File: config.mk
export PLATFORM = sky130hd
export DESIGN_NAME = framed_command_receiver_led_sequencer
export DESIGN_NICKNAME = d
export VERILOG_FILES = /design/src/sv/fcrls_pkg.sv /design/src/sv/fcrls_deframer.sv /design/src/sv/fcrls_sequencer.sv /design/src/sv/framed_command_receiver_led_sequencer.sv
export SDC_FILE = /design/constraint.sdc
export NUM_CORES = 1
export LEC_CHECK = 0
export CAP_MARGIN = 20
export CORE_MARGIN = 4
export CORE_UTILIZATION = 40
export DETAILED_ROUTE_END_ITERATION = 12
export DONT_BUFFER_PORTS = 1
export PLACE_DENSITY = 0.61
export SYNTH_ARGS = -nofsm -noshare
export SYNTH_HDL_FRONTEND = slang
export SYNTH_HIERARCHICAL = 1
export SYNTH_SLANG_ARGS = --single-unit
File: constraint.sdc
create_clock -name clk_i -period 9.8 [get_ports clk_i]
set_clock_uncertainty 0.15 [all_clocks]
set_input_delay 0.98 -clock clk_i [delete_from_list [all_inputs] [get_ports clk_i]]
set_output_delay 0.98 -clock clk_i [all_outputs]
set_load 0.02 [all_outputs]
File: src/sv/fcrls_pkg.sv
// Package for the framed command receiver / LED sequencer.
// Types, codes, command map and step ROM functions; no dependencies.
`default_nettype none
package fcrls_pkg;

  // Step ROM geometry
  localparam int unsigned STEP_ROM_DEPTH = 32;
  localparam int unsigned STEP_IDX_W     = 5;
  localparam logic [STEP_IDX_W-1:0] ROM_LEN_FIVE = 5'd12;
  localparam logic [STEP_IDX_W-1:0] ROM_LEN_SIX  = 5'd18;

  // Configuration register indexes
  localparam int unsigned CFG_IDX_W = 1;
  localparam int unsigned CFG_W     = 10;
  localparam logic [CFG_IDX_W-1:0] CFG_SPEED_Q8  = 1'd0;
  localparam logic [CFG_IDX_W-1:0] CFG_REPEAT_MS = 1'd1;
  localparam logic [CFG_W-1:0] SPEED_RESET  = 10'd256;
  localparam logic [CFG_W-1:0] WINDOW_RESET = 10'd500;
  localparam logic [CFG_W-1:0] SPEED_MIN    = 10'd13;
  localparam logic [CFG_W-1:0] SPEED_MAX    = 10'd512;

  // Input opcodes
  localparam logic [1:0] OP_BYTE  = 2'd0;
  localparam logic [1:0] OP_TICK  = 2'd1;
  localparam logic [1:0] OP_START = 2'd2;
  localparam logic [1:0] OP_STOP  = 2'd3;

  // Frame bytes
  localparam logic [7:0] BYTE_SYNC = 8'hFD;
  localparam logic [7:0] BYTE_HDR1 = 8'h03;
  localparam logic [7:0] BYTE_HDR2 = 8'hC7;
  localparam logic [7:0] BYTE_HDR3 = 8'h50;
  localparam logic [7:0] BYTE_END  = 8'hDF;

  // Command codes
  localparam logic [3:0] CMD_GO        = 4'd6;
  localparam logic [3:0] CMD_RESET     = 4'd7;
  localparam logic [3:0] CMD_HARDRESET = 4'd8;
  localparam logic [3:0] CMD_NONE      = 4'd15;

  // Frame status codes
  localparam logic [1:0] FST_NONE    = 2'd0;
  localparam logic [1:0] FST_BAD_END = 2'd1;
  localparam logic [1:0] FST_UNKNOWN = 2'd2;
  localparam logic [1:0] FST_REPEAT  = 2'd3;

  // Sequencer event codes
  localparam logic [2:0] EV_NONE     = 3'd0;
  localparam logic [2:0] EV_STARTED  = 3'd1;
  localparam logic [2:0] EV_STEPPED  = 3'd2;
  localparam logic [2:0] EV_FINISHED = 3'd3;
  localparam logic [2:0] EV_ABORTED  = 3'd4;
  localparam logic [2:0] EV_REJECTED = 3'd5;

  // Lamp colors
  localparam logic [1:0] LAMP_OFF   = 2'd0;
  localparam logic [1:0] LAMP_GREEN = 2'd2;
  localparam logic [1:0] LAMP_BLUE  = 2'd3;

  // Timing limits
  localparam int unsigned MS_W      = 10;
  localparam int unsigned DWELL_W   = 11;
  localparam logic [MS_W-1:0]    SINCE_MAX = 10'd1023;
  localparam logic [DWELL_W-1:0] DWELL_MAX = 11'd2047;
  localparam logic [15:0]        COUNT_MAX = 16'hFFFF;

  typedef struct packed {
    logic [1:0] opcode;
    logic [7:0] rx_byte;
    logic [1:0] scenario_id;
  } fcrls_in_t;

  typedef struct packed {
    logic [1:0]  led_color;
    logic        cmd_valid;
    logic [3:0]  cmd_code;
    logic [1:0]  frame_status;
    logic [2:0]  seq_event;
    logic        running;
    logic [4:0]  step_number;
    logic        waiting_go;
    logic [15:0] commands_seen;
    logic [15:0] runs_started;
  } fcrls_out_t;

  // Dispatched command from deframer to sequencer
  typedef struct packed {
    logic       dispatch;
    logic [3:0] code;
  } fcrls_cmd_t;

  typedef struct packed {
    logic [1:0]         color;
    logic [DWELL_W-1:0] dwell;
    logic               wait_go;
  } fcrls_step_t;

  // CMD byte to command code
  function automatic logic [3:0] map_command(input logic [7:0] b);
    logic [3:0] c;
    case (b)
      8'h82:   c = 4'd0;
      8'h88:   c = 4'd1;
      8'h81:   c = 4'd2;
      8'h84:   c = 4'd3;
      8'h8C:   c = 4'd4;
      8'h83:   c = 4'd5;
      8'h85:   c = CMD_GO;
      8'h8A:   c = CMD_RESET;
      8'h89:   c = CMD_HARDRESET;
      8'h90:   c = 4'd9;
      default: c = CMD_NONE;
    endcase
    return c;
  endfunction

  function automatic logic [STEP_IDX_W-1:0] rom_len(input logic sel);
    return sel ? ROM_LEN_SIX : ROM_LEN_FIVE;
  endfunction

  // Step ROMs: alternating green dwell / blue wait-for-go, final step off
  function automatic fcrls_step_t step_rom(input logic sel, input logic [STEP_IDX_W-1:0] idx);
    fcrls_step_t e;
    logic [STEP_IDX_W-1:0] i;
    logic [STEP_IDX_W-1:0] last;
    i    = (32'(idx) >= STEP_ROM_DEPTH) ? '0 : idx;
    last = rom_len(sel) - 5'd1;
    if (i < last) begin
      if (i[0]) begin
        e = '{color: LAMP_BLUE, dwell: 11'd0, wait_go: 1'b1};
      end else begin
        e = '{color: LAMP_GREEN, dwell: 11'd500, wait_go: 1'b0};
      end
    end else if (i == last) begin
      e = '{color: LAMP_OFF, dwell: 11'd1000, wait_go: 1'b0};
    end else begin
      e = '{color: LAMP_OFF, dwell: 11'd0, wait_go: 1'b0};
    end
    return e;
  endfunction

endpackage
`default_nettype wire

File: src/sv/fcrls_deframer.sv
// Byte deframer, command map, repeat filter and command counter.
// Depends on fcrls_pkg.
`default_nettype none
module fcrls_deframer (
  input  wire logic                    clk_i,
  input  wire logic                    rst_ni,
  input  wire logic                    proc_i,
  input  wire fcrls_pkg::fcrls_in_t    item_i,
  input  wire logic [9:0]              window_i,
  output fcrls_pkg::fcrls_cmd_t        cmd_o,
  output logic [1:0]                   frame_status_o,
  output logic [15:0]                  commands_seen_o
);
  import fcrls_pkg::*;

  localparam logic [2:0] PH_IDLE = 3'd0;
  localparam logic [2:0] PH_HDR1 = 3'd1;
  localparam logic [2:0] PH_HDR2 = 3'd2;
  localparam logic [2:0] PH_HDR3 = 3'd3;
  localparam logic [2:0] PH_CMD  = 3'd4;
  localparam logic [2:0] PH_CHK  = 3'd5;
  localparam logic [2:0] PH_END  = 3'd6;

  logic [2:0]      phase_q, phase_d;
  logic [7:0]      held_q, held_d;
  logic [3:0]      prev_q, prev_d;
  logic [MS_W-1:0] since_q, since_d;
  logic [15:0]     count_q, count_d;
  logic [7:0]      want;
  logic [3:0]      mapped;

  assign mapped = map_command(held_q);

  // expected header byte per phase
  always_comb begin
    unique case (phase_q)
      PH_HDR1: want = BYTE_HDR1;
      PH_HDR2: want = BYTE_HDR2;
      default: want = BYTE_HDR3;
    endcase
  end

  // parser and repeat filter
  always_comb begin
    phase_d        = phase_q;
    held_d         = held_q;
    prev_d         = prev_q;
    since_d        = since_q;
    count_d        = count_q;
    cmd_o          = '{dispatch: 1'b0, code: 4'd0};
    frame_status_o = FST_NONE;
    if (item_i.opcode == OP_BYTE) begin
      unique case (phase_q)
        PH_HDR1, PH_HDR2, PH_HDR3: begin
          if (item_i.rx_byte == BYTE_SYNC) begin
            phase_d = PH_HDR1;
          end else if (item_i.rx_byte == want) begin
            phase_d = phase_q + 3'd1;
          end else begin
            phase_d = PH_IDLE;
          end
        end
        PH_CMD: begin
          held_d  = item_i.rx_byte;
          phase_d = PH_CHK;
        end
        PH_CHK: phase_d = PH_END;
        PH_END: begin
          phase_d = PH_IDLE;
          if (item_i.rx_byte != BYTE_END) begin
            frame_status_o = FST_BAD_END;
          end else if (mapped == CMD_NONE) begin
            frame_status_o = FST_UNKNOWN;
          end else if (mapped == prev_q && since_q < window_i) begin
            frame_status_o = FST_REPEAT;
          end else begin
            prev_d  = mapped;
            since_d = '0;
            if (count_q != COUNT_MAX) count_d = count_q + 16'd1;
            cmd_o   = '{dispatch: 1'b1, code: mapped};
          end
        end
        default: phase_d = (item_i.rx_byte == BYTE_SYNC) ? PH_HDR1 : PH_IDLE;
      endcase
    end else if (item_i.opcode == OP_TICK) begin
      if (since_q != SINCE_MAX) since_d = since_q + 10'd1;
    end
  end

  assign commands_seen_o = count_d;

  always_ff @(posedge clk_i or negedge rst_ni) begin
    if (!rst_ni) begin
      phase_q <= PH_IDLE;
      held_q  <= '0;
      prev_q  <= CMD_NONE;
      since_q <= SINCE_MAX;
      count_q <= '0;
    end else if (proc_i) begin
      phase_q <= phase_d;
      held_q  <= held_d;
      prev_q  <= prev_d;
      since_q <= since_d;
      count_q <= count_d;
    end
  end

endmodule
`default_nettype wire

File: src/sv/fcrls_sequencer.sv
// LED step sequencer: start/stop, go and tick stepping, dwell scaling.
// Depends on fcrls_pkg (step ROM functions, codes).
`default_nettype none
module fcrls_sequencer (
  input  wire logic                  clk_i,
  input  wire logic                  rst_ni,
  input  wire logic                  proc_i,
  input  wire fcrls_pkg::fcrls_in_t  item_i,
  input  wire fcrls_pkg::fcrls_cmd_t cmd_i,
  input  wire logic [9:0]            speed_i,
  output logic [1:0]                 led_color_o,
  output logic [2:0]                 seq_event_o,
  output logic                       running_o,
  output logic [4:0]                 step_number_o,
  output logic                       waiting_go_o,
  output logic [15:0]                runs_started_o
);
  import fcrls_pkg::*;

  logic [1:0]            lamp_q, lamp_d;
  logic                  active_q, active_d;
  logic                  tsel_q, tsel_d;
  logic [STEP_IDX_W-1:0] idx_q, idx_d;
  logic                  wait_q, wait_d;
  logic [DWELL_W-1:0]    elapsed_q, elapsed_d;
  logic [DWELL_W-1:0]    dwell_q, dwell_d;
  logic [15:0]           runs_q, runs_d;
  logic [CFG_W-1:0]      speed_q, speed_d;

  logic                  is_start;
  logic [CFG_W-1:0]      clamped;
  logic                  ld_tsel;
  logic [STEP_IDX_W-1:0] next_idx;
  logic [STEP_IDX_W-1:0] ld_idx;
  logic [CFG_W-1:0]      ld_speed;
  fcrls_step_t           ent;
  logic [20:0]           product;
  logic [12:0]           scaled;
  logic [DWELL_W-1:0]    ld_dwell;
  logic [DWELL_W-1:0]    elapsed_inc;

  // speed clamp
  always_comb begin
    if (speed_i < SPEED_MIN) begin
      clamped = SPEED_MIN;
    end else if (speed_i > SPEED_MAX) begin
      clamped = SPEED_MAX;
    end else begin
      clamped = speed_i;
    end
  end

  // one ROM read and one multiply serve both start and advance
  assign is_start = (item_i.opcode == OP_START);
  assign next_idx = idx_q + 5'd1;
  assign ld_tsel  = is_start ? item_i.scenario_id[0] : tsel_q;
  assign ld_idx   = is_start ? '0 : next_idx;
  assign ld_speed = is_start ? clamped : speed_q;
  assign ent      = step_rom(ld_tsel, ld_idx);
  assign product  = 21'(ent.dwell) * 21'(ld_speed);
  assign scaled   = product[20:8];
  assign ld_dwell = (scaled > 13'(DWELL_MAX)) ? DWELL_MAX : scaled[DWELL_W-1:0];
  assign elapsed_inc = (elapsed_q != DWELL_MAX) ? elapsed_q + 11'd1 : elapsed_q;

  // event handling
  always_comb begin
    logic do_adv;
    logic do_abort;
    do_adv      = 1'b0;
    do_abort    = 1'b0;
    lamp_d      = lamp_q;
    active_d    = active_q;
    tsel_d      = tsel_q;
    idx_d       = idx_q;
    wait_d      = wait_q;
    elapsed_d   = elapsed_q;
    dwell_d     = dwell_q;
    runs_d      = runs_q;
    speed_d     = speed_q;
    seq_event_o = EV_NONE;
    case (item_i.opcode)
      OP_BYTE: begin
        if (cmd_i.dispatch && active_q) begin
          if (wait_q && cmd_i.code == CMD_GO) begin
            do_adv = 1'b1;
          end else if (cmd_i.code == CMD_RESET || cmd_i.code == CMD_HARDRESET) begin
            do_abort = 1'b1;
          end
        end
      end
      OP_TICK: begin
        if (active_q && !wait_q) begin
          elapsed_d = elapsed_inc;
          if (elapsed_inc >= dwell_q) do_adv = 1'b1;
        end
      end
      OP_START: begin
        if (item_i.scenario_id[1]) begin
          seq_event_o = EV_REJECTED;
        end else begin
          speed_d     = clamped;
          tsel_d      = item_i.scenario_id[0];
          idx_d       = '0;
          active_d    = 1'b1;
          if (runs_q != COUNT_MAX) runs_d = runs_q + 16'd1;
          lamp_d      = ent.color;
          dwell_d     = ld_dwell;
          wait_d      = ent.wait_go;
          elapsed_d   = '0;
          seq_event_o = EV_STARTED;
        end
      end
      default: do_abort = active_q;
    endcase

    // step advance or run end
    if (do_adv) begin
      idx_d = next_idx;
      if (next_idx >= rom_len(tsel_q)) begin
        active_d    = 1'b0;
        wait_d      = 1'b0;
        seq_event_o = EV_FINISHED;
      end else begin
        lamp_d      = ent.color;
        dwell_d     = ld_dwell;
        wait_d      = ent.wait_go;
        elapsed_d   = '0;
        seq_event_o = EV_STEPPED;
      end
    end

    // abort with lamp off
    if (do_abort) begin
      active_d    = 1'b0;
      wait_d      = 1'b0;
      lamp_d      = LAMP_OFF;
      seq_event_o = EV_ABORTED;
    end
  end

  assign led_color_o    = lamp_d;
  assign running_o      = active_d;
  assign step_number_o  = active_d ? idx_d : '0;
  assign waiting_go_o   = active_d & wait_d;
  assign runs_started_o = runs_d;

  always_ff @(posedge clk_i or negedge rst_ni) begin
    if (!rst_ni) begin
      lamp_q    <= LAMP_OFF;
      active_q  <= 1'b0;
      tsel_q    <= 1'b0;
      idx_q     <= '0;
      wait_q    <= 1'b0;
      elapsed_q <= '0;
      dwell_q   <= '0;
      runs_q    <= '0;
      speed_q   <= SPEED_RESET;
    end else if (proc_i) begin
      lamp_q    <= lamp_d;
      active_q  <= active_d;
      tsel_q    <= tsel_d;
      idx_q     <= idx_d;
      wait_q    <= wait_d;
      elapsed_q <= elapsed_d;
      dwell_q   <= dwell_d;
      runs_q    <= runs_d;
      speed_q   <= speed_d;
    end
  end

endmodule
`default_nettype wire

File: src/sv/framed_command_receiver_led_sequencer.sv
// A result passes the input register, then the result register; throughput is one
// item per cycle, back to back, while the output is not stalled.
// The result register drains while the input register refills; with the output
// stalled the block holds two items, one per register, before in_ready_o drops.
// Reset (rst_ni, asynchronous, low): both stages empty, parser idle, lamp off,
// counters zero, speed_q8 256, repeat window 500 ms.
`default_nettype none
module framed_command_receiver_led_sequencer (
  input  wire logic                   clk_i,
  input  wire logic                   rst_ni,
  input  wire logic                   in_valid_i,
  output logic                        in_ready_o,
  input  wire fcrls_pkg::fcrls_in_t   in_data_i,
  output logic                        out_valid_o,
  input  wire logic                   out_ready_i,
  output fcrls_pkg::fcrls_out_t       out_data_o,
  input  wire logic                   cfg_we_i,
  input  wire logic [fcrls_pkg::CFG_IDX_W-1:0] cfg_idx_i,
  input  wire logic [fcrls_pkg::CFG_W-1:0]     cfg_data_i
);
  import fcrls_pkg::*;

  logic             in_vld_q;
  fcrls_in_t        in_q;
  logic             out_vld_q;
  fcrls_out_t       out_q, out_d;
  logic             adv;
  logic             proc;
  logic [CFG_W-1:0] speed_q;
  logic [CFG_W-1:0] window_q;
  fcrls_cmd_t       cmd;

  // pipeline handshake
  assign adv         = !out_vld_q || out_ready_i;
  assign proc        = in_vld_q && adv;
  assign in_ready_o  = !in_vld_q || adv;
  assign out_valid_o = out_vld_q;
  assign out_data_o  = out_q;

  // configuration registers
  always_ff @(posedge clk_i or negedge rst_ni) begin
    if (!rst_ni) begin
      speed_q  <= SPEED_RESET;
      window_q <= WINDOW_RESET;
    end else if (cfg_we_i) begin
      unique case (cfg_idx_i)
        CFG_SPEED_Q8:  speed_q  <= cfg_data_i;
        default:       window_q <= cfg_data_i;
      endcase
    end
  end

  // input register
  always_ff @(posedge clk_i or negedge rst_ni) begin
    if (!rst_ni) begin
      in_vld_q <= 1'b0;
    end else if (in_ready_o) begin
      in_vld_q <= in_valid_i;
    end
  end

  always_ff @(posedge clk_i) begin
    if (in_valid_i && in_ready_o) begin
      in_q <= in_data_i;
    end
  end

  fcrls_deframer u_deframer (
    .clk_i           (clk_i),
    .rst_ni          (rst_ni),
    .proc_i          (proc),
    .item_i          (in_q),
    .window_i        (window_q),
    .cmd_o           (cmd),
    .frame_status_o  (out_d.frame_status),
    .commands_seen_o (out_d.commands_seen)
  );

  fcrls_sequencer u_sequencer (
    .clk_i          (clk_i),
    .rst_ni         (rst_ni),
    .proc_i         (proc),
    .item_i         (in_q),
    .cmd_i          (cmd),
    .speed_i        (speed_q),
    .led_color_o    (out_d.led_color),
    .seq_event_o    (out_d.seq_event),
    .running_o      (out_d.running),
    .step_number_o  (out_d.step_number),
    .waiting_go_o   (out_d.waiting_go),
    .runs_started_o (out_d.runs_started)
  );

  assign out_d.cmd_valid = cmd.dispatch;
  assign out_d.cmd_code  = cmd.code;

  // result register
  always_ff @(posedge clk_i or negedge rst_ni) begin
    if (!rst_ni) begin
      out_vld_q <= 1'b0;
    end else if (adv) begin
      out_vld_q <= in_vld_q;
    end
  end

  always_ff @(posedge clk_i) begin
    if (proc) begin
      out_q <= out_d;
    end
  end

`ifndef SYNTH
  // a processed item always lands in the result register
  a_proc_to_out: assert property (@(posedge clk_i) disable iff (!rst_ni)
    proc |=> out_vld_q)
    else $error("processed item did not reach result register");

  // idle sequencer reports no step or wait
  a_idle_fields: assert property (@(posedge clk_i) disable iff (!rst_ni)
    out_vld_q && !out_q.running |-> out_q.step_number == 5'd0 && !out_q.waiting_go)
    else $error("step fields set while not running");

  // no code without dispatch
  a_code_zero: assert property (@(posedge clk_i) disable iff (!rst_ni)
    out_vld_q && !out_q.cmd_valid |-> out_q.cmd_code == 4'd0)
    else $error("command code without dispatch");

  // a dispatched command carries no frame error
  a_dispatch_ok: assert property (@(posedge clk_i) disable iff (!rst_ni)
    out_vld_q && out_q.cmd_valid |-> out_q.frame_status == FST_NONE)
    else $error("dispatch together with frame error");
`endif

endmodule
`default_nettype wire
==> impl_metrics.csv, run 1 <==
group,metric,value,unit
route,wirelength,26700,um
die,fp.dieArea,35000,um^2
yosys,synthTopCellsByArea,"dfrtp_1, edfxtp_1, ha_1, fa_1, dfstp_2",
worst_setup_path,rr_startpoint,"in_q[10]",
route,first_pass_iters,5,
layout,nets,1393,
clocking,h-tree-depth,4,
clocking,cts.path.max_buffers,2,
yosys,synthFlopType,"dfrtp_1",
yosys,synth_most_common_cell,"inv_1",
power,cellPowerDensity,173,nW/um^2
die,fp.dieH,187,um
placed_design,place_hpwl,20100,um
layout,final_core_util,0.435,
timing,rsz0062_at_grt,"false",
global_route,antenna_found_initial,3,
die,die_w,187,um
global_route,grt_pass1_wl,44800,um
clocking,clk_latency,440,ps
yosys,yosysTopAreaCell,"dfrtp_1",
worst_setup_path,worstPathCellList,"inv_1 -> ha_1 -> inv_1 -> a21boi_0 -> inv_1 -> ha_1 -> and2_1 -> nand4_1 -> nor2_1 -> nor2_1 -> inv_1 -> fa_1 -> fa_1 -> fa_1 -> fa_1 -> ha_1 -> ha_1 -> a21oi_1 -> o21ai_0 -> a311oi_1 -> a21oi_1 -> and4b_1 -> a31oi_1",
min_path,hold_class,"in -> async",
die,initial_core_util,0.406,
placed_design,gp_congestion,0.869,
worst_setup_path,reg2reg_slack,1880,ps
placed_design,port_buffers,0,
worst_setup_path,rr_endpoint,"u_sequencer/dwell_q[6]",
die,std_cell_rows,65,
route,drc,0,
yosys,synth_seq_cells,184,
route,wire_per_inst,16.3,um
timing,final-setup-viol-count,0,
worst_setup_path,critPathLaunchType,"register",
yosys,syn-num-nets,1411,
layout,fillers,2978,
worst_setup_path,critical_path_buf_inv_count,4,
status,status,"finished, final reports clean",
layout,multi_input_area,7210,um^2
worst_setup_path,endpoint_kind,"register",
layout,regArea,4950,um^2
route,dr.first_iter.drc_count,590,
timing,post-route-period-util,0.808,
timing,timing.hold.ws,86.4,ps
global_route,grt_use_total,0.154,
yosys,synth_top_cell_area_share,0.193,
route,vias,8987,
power,ir_worst_vdd,0.114,mV
yosys,synth_warnings,6,
route,ant_nets,0,
yosys,syn_inst,1245,
global_route,grt_pass1_vias,8756,
timing,drv_slew,0,
worst_setup_path,crit_type,"reg -> reg",
clocking,cts_root_buf,"clkbuf_16",
worst_setup_path,crit_slowest_cell,"ha_1",
layout,design_area,13800,um^2
layout,synthToLayoutAreaGrowth,7.23,%
layout,drive_gt1_frac,0.118,
flow_run,maxCapViolCount,0,
power,leakage,0.00612,uW
timing,maxSlewHeadroom,0.453,
clocking,cts_tree,"built",
yosys,synth-edff-count,63,
clocking,cts_setup_buffers,0,
power,p_total,2390,uW
clocking,numCtsBuffers,17,
worst_setup_path,ff2ff_path_depth,23,
die,pin_count,81,
timing,tightest_slew,810,ps
yosys,syn_avg_cell_area,10.3,um^2
worst_setup_path,crit_family,"adder cells",
yosys,synth_area,12800,um^2
yosys,seq_area_frac_synth,0.385,
timing,hold_violations,0,
timing,min_period,7920,ps
worst_setup_path,max_stage_delay,540,ps
timing,max_freq,0.126,GHz
worst_setup_path,cp_max_fo,15,
die,coreArea,31600,um^2
timing,finalSetupTns,0,ps
global_route,grt_max_degree,122,
route,viasPerCell,5.47,
worst_setup_path,critPathRequiredTime,9940,ps
worst_setup_path,arrival,8060,ps
placed_design,placed_cell_area,13100,um^2
yosys,ys_top_cells_by_count,"inv_1, nand2_1, dfrtp_1",
global_route,grt_overflow,0,
clocking,post_cts_resized,0,
clocking,cts-hold-fix-buffers,0,
clocking,clkTransAtPathRegs,80,ps
yosys,synthArstFlopShare,0.658,
yosys,synth_cell_types,100,
clocking,cts_sinks,184,
metrics by stage:
stage | std cells | setup slack (ps)
after floorplan | 1245 | 2680
after global placement | 1609 | 2090
after detailed placement | 1609 | 1800
after CTS | 1641 | 1790
after global routing | 1643 | 1140
final | 1643 | 1880
worst reg2reg max path, cell delays in order (launching register included):
cell      delay, ps
edfxtp_1        510
inv_1           130
ha_1            540
inv_1           220
a21boi_0        300
inv_1           100
ha_1            280
and2_1          210
nand4_1         470
nor2_1          400
nor2_1          160
inv_1           100
fa_1            440
fa_1            520
fa_1            510
fa_1            490
ha_1            310
ha_1            390
a21oi_1         270
o21ai_0         110
a311oi_1        390
a21oi_1         110
and4b_1         510
a31oi_1         160
cell type report:
| cell class | instances | share of cell area |
|---|---|---|
| multi-input cells | 901 | 0.524 |
| flip-flops and latches | 184 | 0.359 |
| well taps | 402 | 0.0365 |
| inverters | 116 | 0.0318 |
| clock buffers | 17 | 0.0309 |
| clock inverters | 15 | 0.0139 |
| repair buffers | 7 | 0.00382 |
| diodes | 1 | 0.000182 |
placed cells by master, fill, tap and decap left out, types with 32 or more instances in the layout:
cell type | synthesis | layout
dfrtp_1 | 99 | 99
nand3_1 | 56 | 56
nand2_1 | 100 | 100
ha_1 | 97 | 97
inv_1 | 113 | 113
nor2_1 | 73 | 73
xnor2_1 | 46 | 46
fa_1 | 41 | 41
a21oi_1 | 66 | 66
edfxtp_1 | 63 | 63
o21ai_0 | 32 | 32
worst max path at each step:
stage,slack (ps),depth (start not counted),end,start
floorplan,2680,27,u_sequencer/dwell_q[10],in_q[10]
global route,1140,25,u_sequencer/dwell_q[10],in_q[10]
finish,1880,23,u_sequencer/dwell_q[6],in_q[10]
detailed placement,1800,25,u_sequencer/dwell_q[10],in_q[10]
CTS,1790,25,u_sequencer/dwell_q[10],in_q[10]
global placement,2090,25,u_sequencer/dwell_q[10],in_q[10]
cells by family after synthesis:
family | count (synthesis) | share of synthesized area
simple gates | 395 | 0.165
mux | 65 | 0.0586
flops | 184 | 0.385
compound gates | 234 | 0.132
buf+inv | 160 | 0.0541
fa+ha+maj | 138 | 0.158
xor+xnor | 69 | 0.0471
report_power, final:
group,switching [uW],internal (uW),leakage [uW],total [uW]
clock,314,407,0.000289,721
combinational,379,280,0.00368,659
sequential,102,904,0.00214,1010
total,795,1590,0.00612,2390
state kept, by name, indices dropped and copies added, names as in the netlist, 2 cells and up:
name / flops
u_sequencer/elapsed_q: 11
u_deframer/since_q: 10
u_sequencer/dwell_q: 11
u_sequencer/idx_q: 5
u_sequencer/speed_q: 10
window_q: 10
u_deframer/count_q: 16
u_deframer/held_q: 8
speed_q: 10
u_deframer/phase_q: 3
out_data_o: 51
u_sequencer/runs_q: 16
u_deframer/prev_q: 4
u_sequencer/lamp_q: 2
in_q: 12
metal layers:
layer  vias up  part of all wire  wire, um  global-route usage
met5         -            0.0010        27                   0
met4         4             0.010       274              0.0373
met3        22             0.042      1130              0.0317
met2       195              0.47     12500               0.241
met1      4359              0.48     12800               0.220
li1       4407                 -         -                   -
No activity file was read; power rests on OpenSTA's default activity.
==> run 2, diff against run 1 <==
clock period = 7.8 ns   (was 9.8 ns; I/O delays follow)
==> run 2 against run 1 <==
Against the previous run: sequential share of layout area hardly changed; largest cell class unchanged; clock power grew 16%; largest power group unchanged; global-route usage increased by 0.12 points; routed wire length increased by 1.4%; first-iteration DRC count shrank 23%; final cell count up 0.24%; combinational power grew 29%; non-clock buffer count up 5.
==> impl_metrics.csv, run 2 (synthesis gave the netlist of run 1 again) <==
group,metric,value,unit
status,status,"finished, final reports clean",
placed_design,placed_cell_area,13200,um^2
global_route,grt_pass1_vias,8738,
power,internal_power,1910,uW
worst_setup_path,crit_type,"reg -> reg",
worst_setup_path,critPathRequiredTime,7950,ps
placed_design,place_hpwl,20100,um
placed_design,port_buffers,0,
die,initial_core_util,0.406,
layout,regArea,4950,um^2
worst_setup_path,reg2reg_slack,550,ps
clocking,numCtsBuffers,17,
die,pin_count,81,
global_route,grt_use_total,0.155,
clocking,cts_root_buf,"clkbuf_16",
placed_design,dp_slack,451,ps
timing,fin_ws,546,ps
die,fp.dieArea,35000,um^2
route,viasPerCell,5.44,
global_route,grt_max_degree,100,
layout,final_common_cell,"inv_1",
power,seqPwrFrac,0.428,
timing,tightest_slew,854,ps
timing,post-route-period-util,0.930,
clocking,cts_sinks,184,
power,p_comb_frac,0.288,
power,cellPowerDensity,214,nW/um^2
power,p_sw_frac,0.351,
layout,largest_reg_flops,51,
route,first_pass_iters,5,
timing,final-setup-viol-count,0,
layout,multi_input_area,7210,um^2
clocking,h-tree-depth,4,
worst_setup_path,cp_max_fo,11,
route,dr.first_iter.drc_count,452,
placed_design,gp_congestion,0.857,
worst_setup_path,arrival,7400,ps
timing,max_freq,0.138,GHz
timing,maxSlewHeadroom,0.423,
layout,design_area,13800,um^2
clocking,cts.path.max_buffers,2,
die,coreArea,31600,um^2
worst_setup_path,ff2ff_path_depth,24,
clocking,clkTransAtPathRegs,80,ps
timing,min_period,7250,ps
route,ant_nets,0,
power,ir_worst_vdd,0.137,mV
worst_setup_path,endpoint_kind,"register",
die,fp.dieH,187,um
clocking,cts_tree,"built",
route,wirelength,27100,um
timing,drv_slew,0,
clocking,clk_latency,440,ps
timing,rsz0062_at_grt,"false",
die,die_w,187,um
layout,fillers,2985,
global_route,antenna_found_initial,2,
layout,nets,1398,
layout,synthToLayoutAreaGrowth,7.30,%
route,vias,8960,
layout,final_cell_mix,"inv_1, nand2_1, dfrtp_1",
die,std_cell_rows,65,
layout,drive_gt1_frac,0.122,
worst_setup_path,rr_endpoint,"u_sequencer/dwell_q[10]",
route,drc,0,
power,switchingPower,1030,uW
power,leakage,0.00614,uW
flow_run,maxCapViolCount,0,
layout,diodes,0,
global_route,grt_overflow,0,
timing,hold_violations,0,
global_route,grt_pass1_wl,44800,um
min_path,hold_class,"in -> async",
worst_setup_path,critPathLaunchType,"register",
timing,finalSetupTns,0,ps
power,pwr-share-clk,0.284,
worst_setup_path,rr_startpoint,"u_sequencer/idx_q[0]",
route,wire_per_inst,16.5,um
[run 2: changes by cell type in the layout (fill, tap and decap cells not counted), sizes merged]
| cell | change |
|---|---|
| buf | +5 |
| bufinv | -3 |
| clkinv | +3 |
| clkinvlp | -3 |
| inv | +2 |
| clkbuf | +1 |
| diode | -1 |
[run 2: repair_timing]
action,4_1_cts,5_1_grt
hold buffers,1,0
setup endpoints to repair,0,11
resized for setup,0,1
hold endpoints to repair,99,0
setup buffers,0,2
[run 2: stage by stage]
| step | util | hold slack (ps) | total power (uW) | instances |
|---|---|---|---|---|
| CTS | 0.435 | 9.99 | 2990 | 1644 |
| global placement | 0.416 | 312 | 2090 | 1611 |
| global route | 0.436 | 8.16 | 3170 | 1647 |
| floorplan | - | 295 | 1930 | 1245 |
| detailed placement | 0.416 | 318 | 2110 | 1611 |
| finish | 0.436 | 36.1 | 2950 | 1647 |
[run 2: power by group through the flow]
stage	Clock [uW]	Combinational (uW)	Sequential, uW
finish	837	850	1260
global route	905	986	1280
CTS	865	860	1260
detailed placement	0	834	1280
global placement	0	815	1280
floorplan	0	687	1240
[run 2: final cells by class]
| type | instances | area share |
|---|---|---|
| tap | 402 | 0.0365 |
| clock inverter | 14 | 0.00990 |
| sequential | 184 | 0.359 |
| clock buffer | 18 | 0.0311 |
| timing repair buffer | 12 | 0.00826 |
| multi-input combinational | 901 | 0.523 |
| inverter | 116 | 0.0318 |
[run 2: how the worst max path moves through the flow]
stage	start	end	slack [ps]
after detailed placement	u_sequencer/idx_q[0]	u_sequencer/dwell_q[10]	450
after global placement	u_sequencer/idx_q[0]	u_sequencer/dwell_q[10]	560
after CTS	u_sequencer/idx_q[0]	u_sequencer/dwell_q[10]	420
final	u_sequencer/idx_q[0]	u_sequencer/dwell_q[10]	550
after floorplan	in_q[10]	u_sequencer/dwell_q[10]	680
after global routing	u_sequencer/idx_q[0]	u_sequencer/dwell_q[10]	30
[run 2: layer usage]
| layer | wire (um) | share of wire | GRT usage | vias up |
|---|---|---|---|---|
| li1 | - | - | - | 4413 |
| met1 | 13000 | 0.48 | 0.211 | 4322 |
| met5 | 23 | 0.00085 | 0 | - |
| met3 | 1120 | 0.041 | 0.0327 | 28 |
| met4 | 419 | 0.015 | 0.0424 | 4 |
| met2 | 12600 | 0.46 | 0.252 | 193 |
[run 2: worst max-delay path, stage by stage (launching register included)]
cell	delay [ps]
dfrtp_1	450
ha_1	300
nand3_1	130
xnor2_1	300
and2_1	190
ha_1	240
and2_1	200
a211o_1	460
nor2_2	230
inv_1	90
nand2_1	130
fa_1	480
fa_1	490
ha_1	330
fa_1	540
inv_1	60
fa_1	530
inv_1	40
ha_1	330
nand3_1	110
o221a_2	330
a2111oi_0	550
a21oi_1	170
xor2_1	180
a31oi_2	100
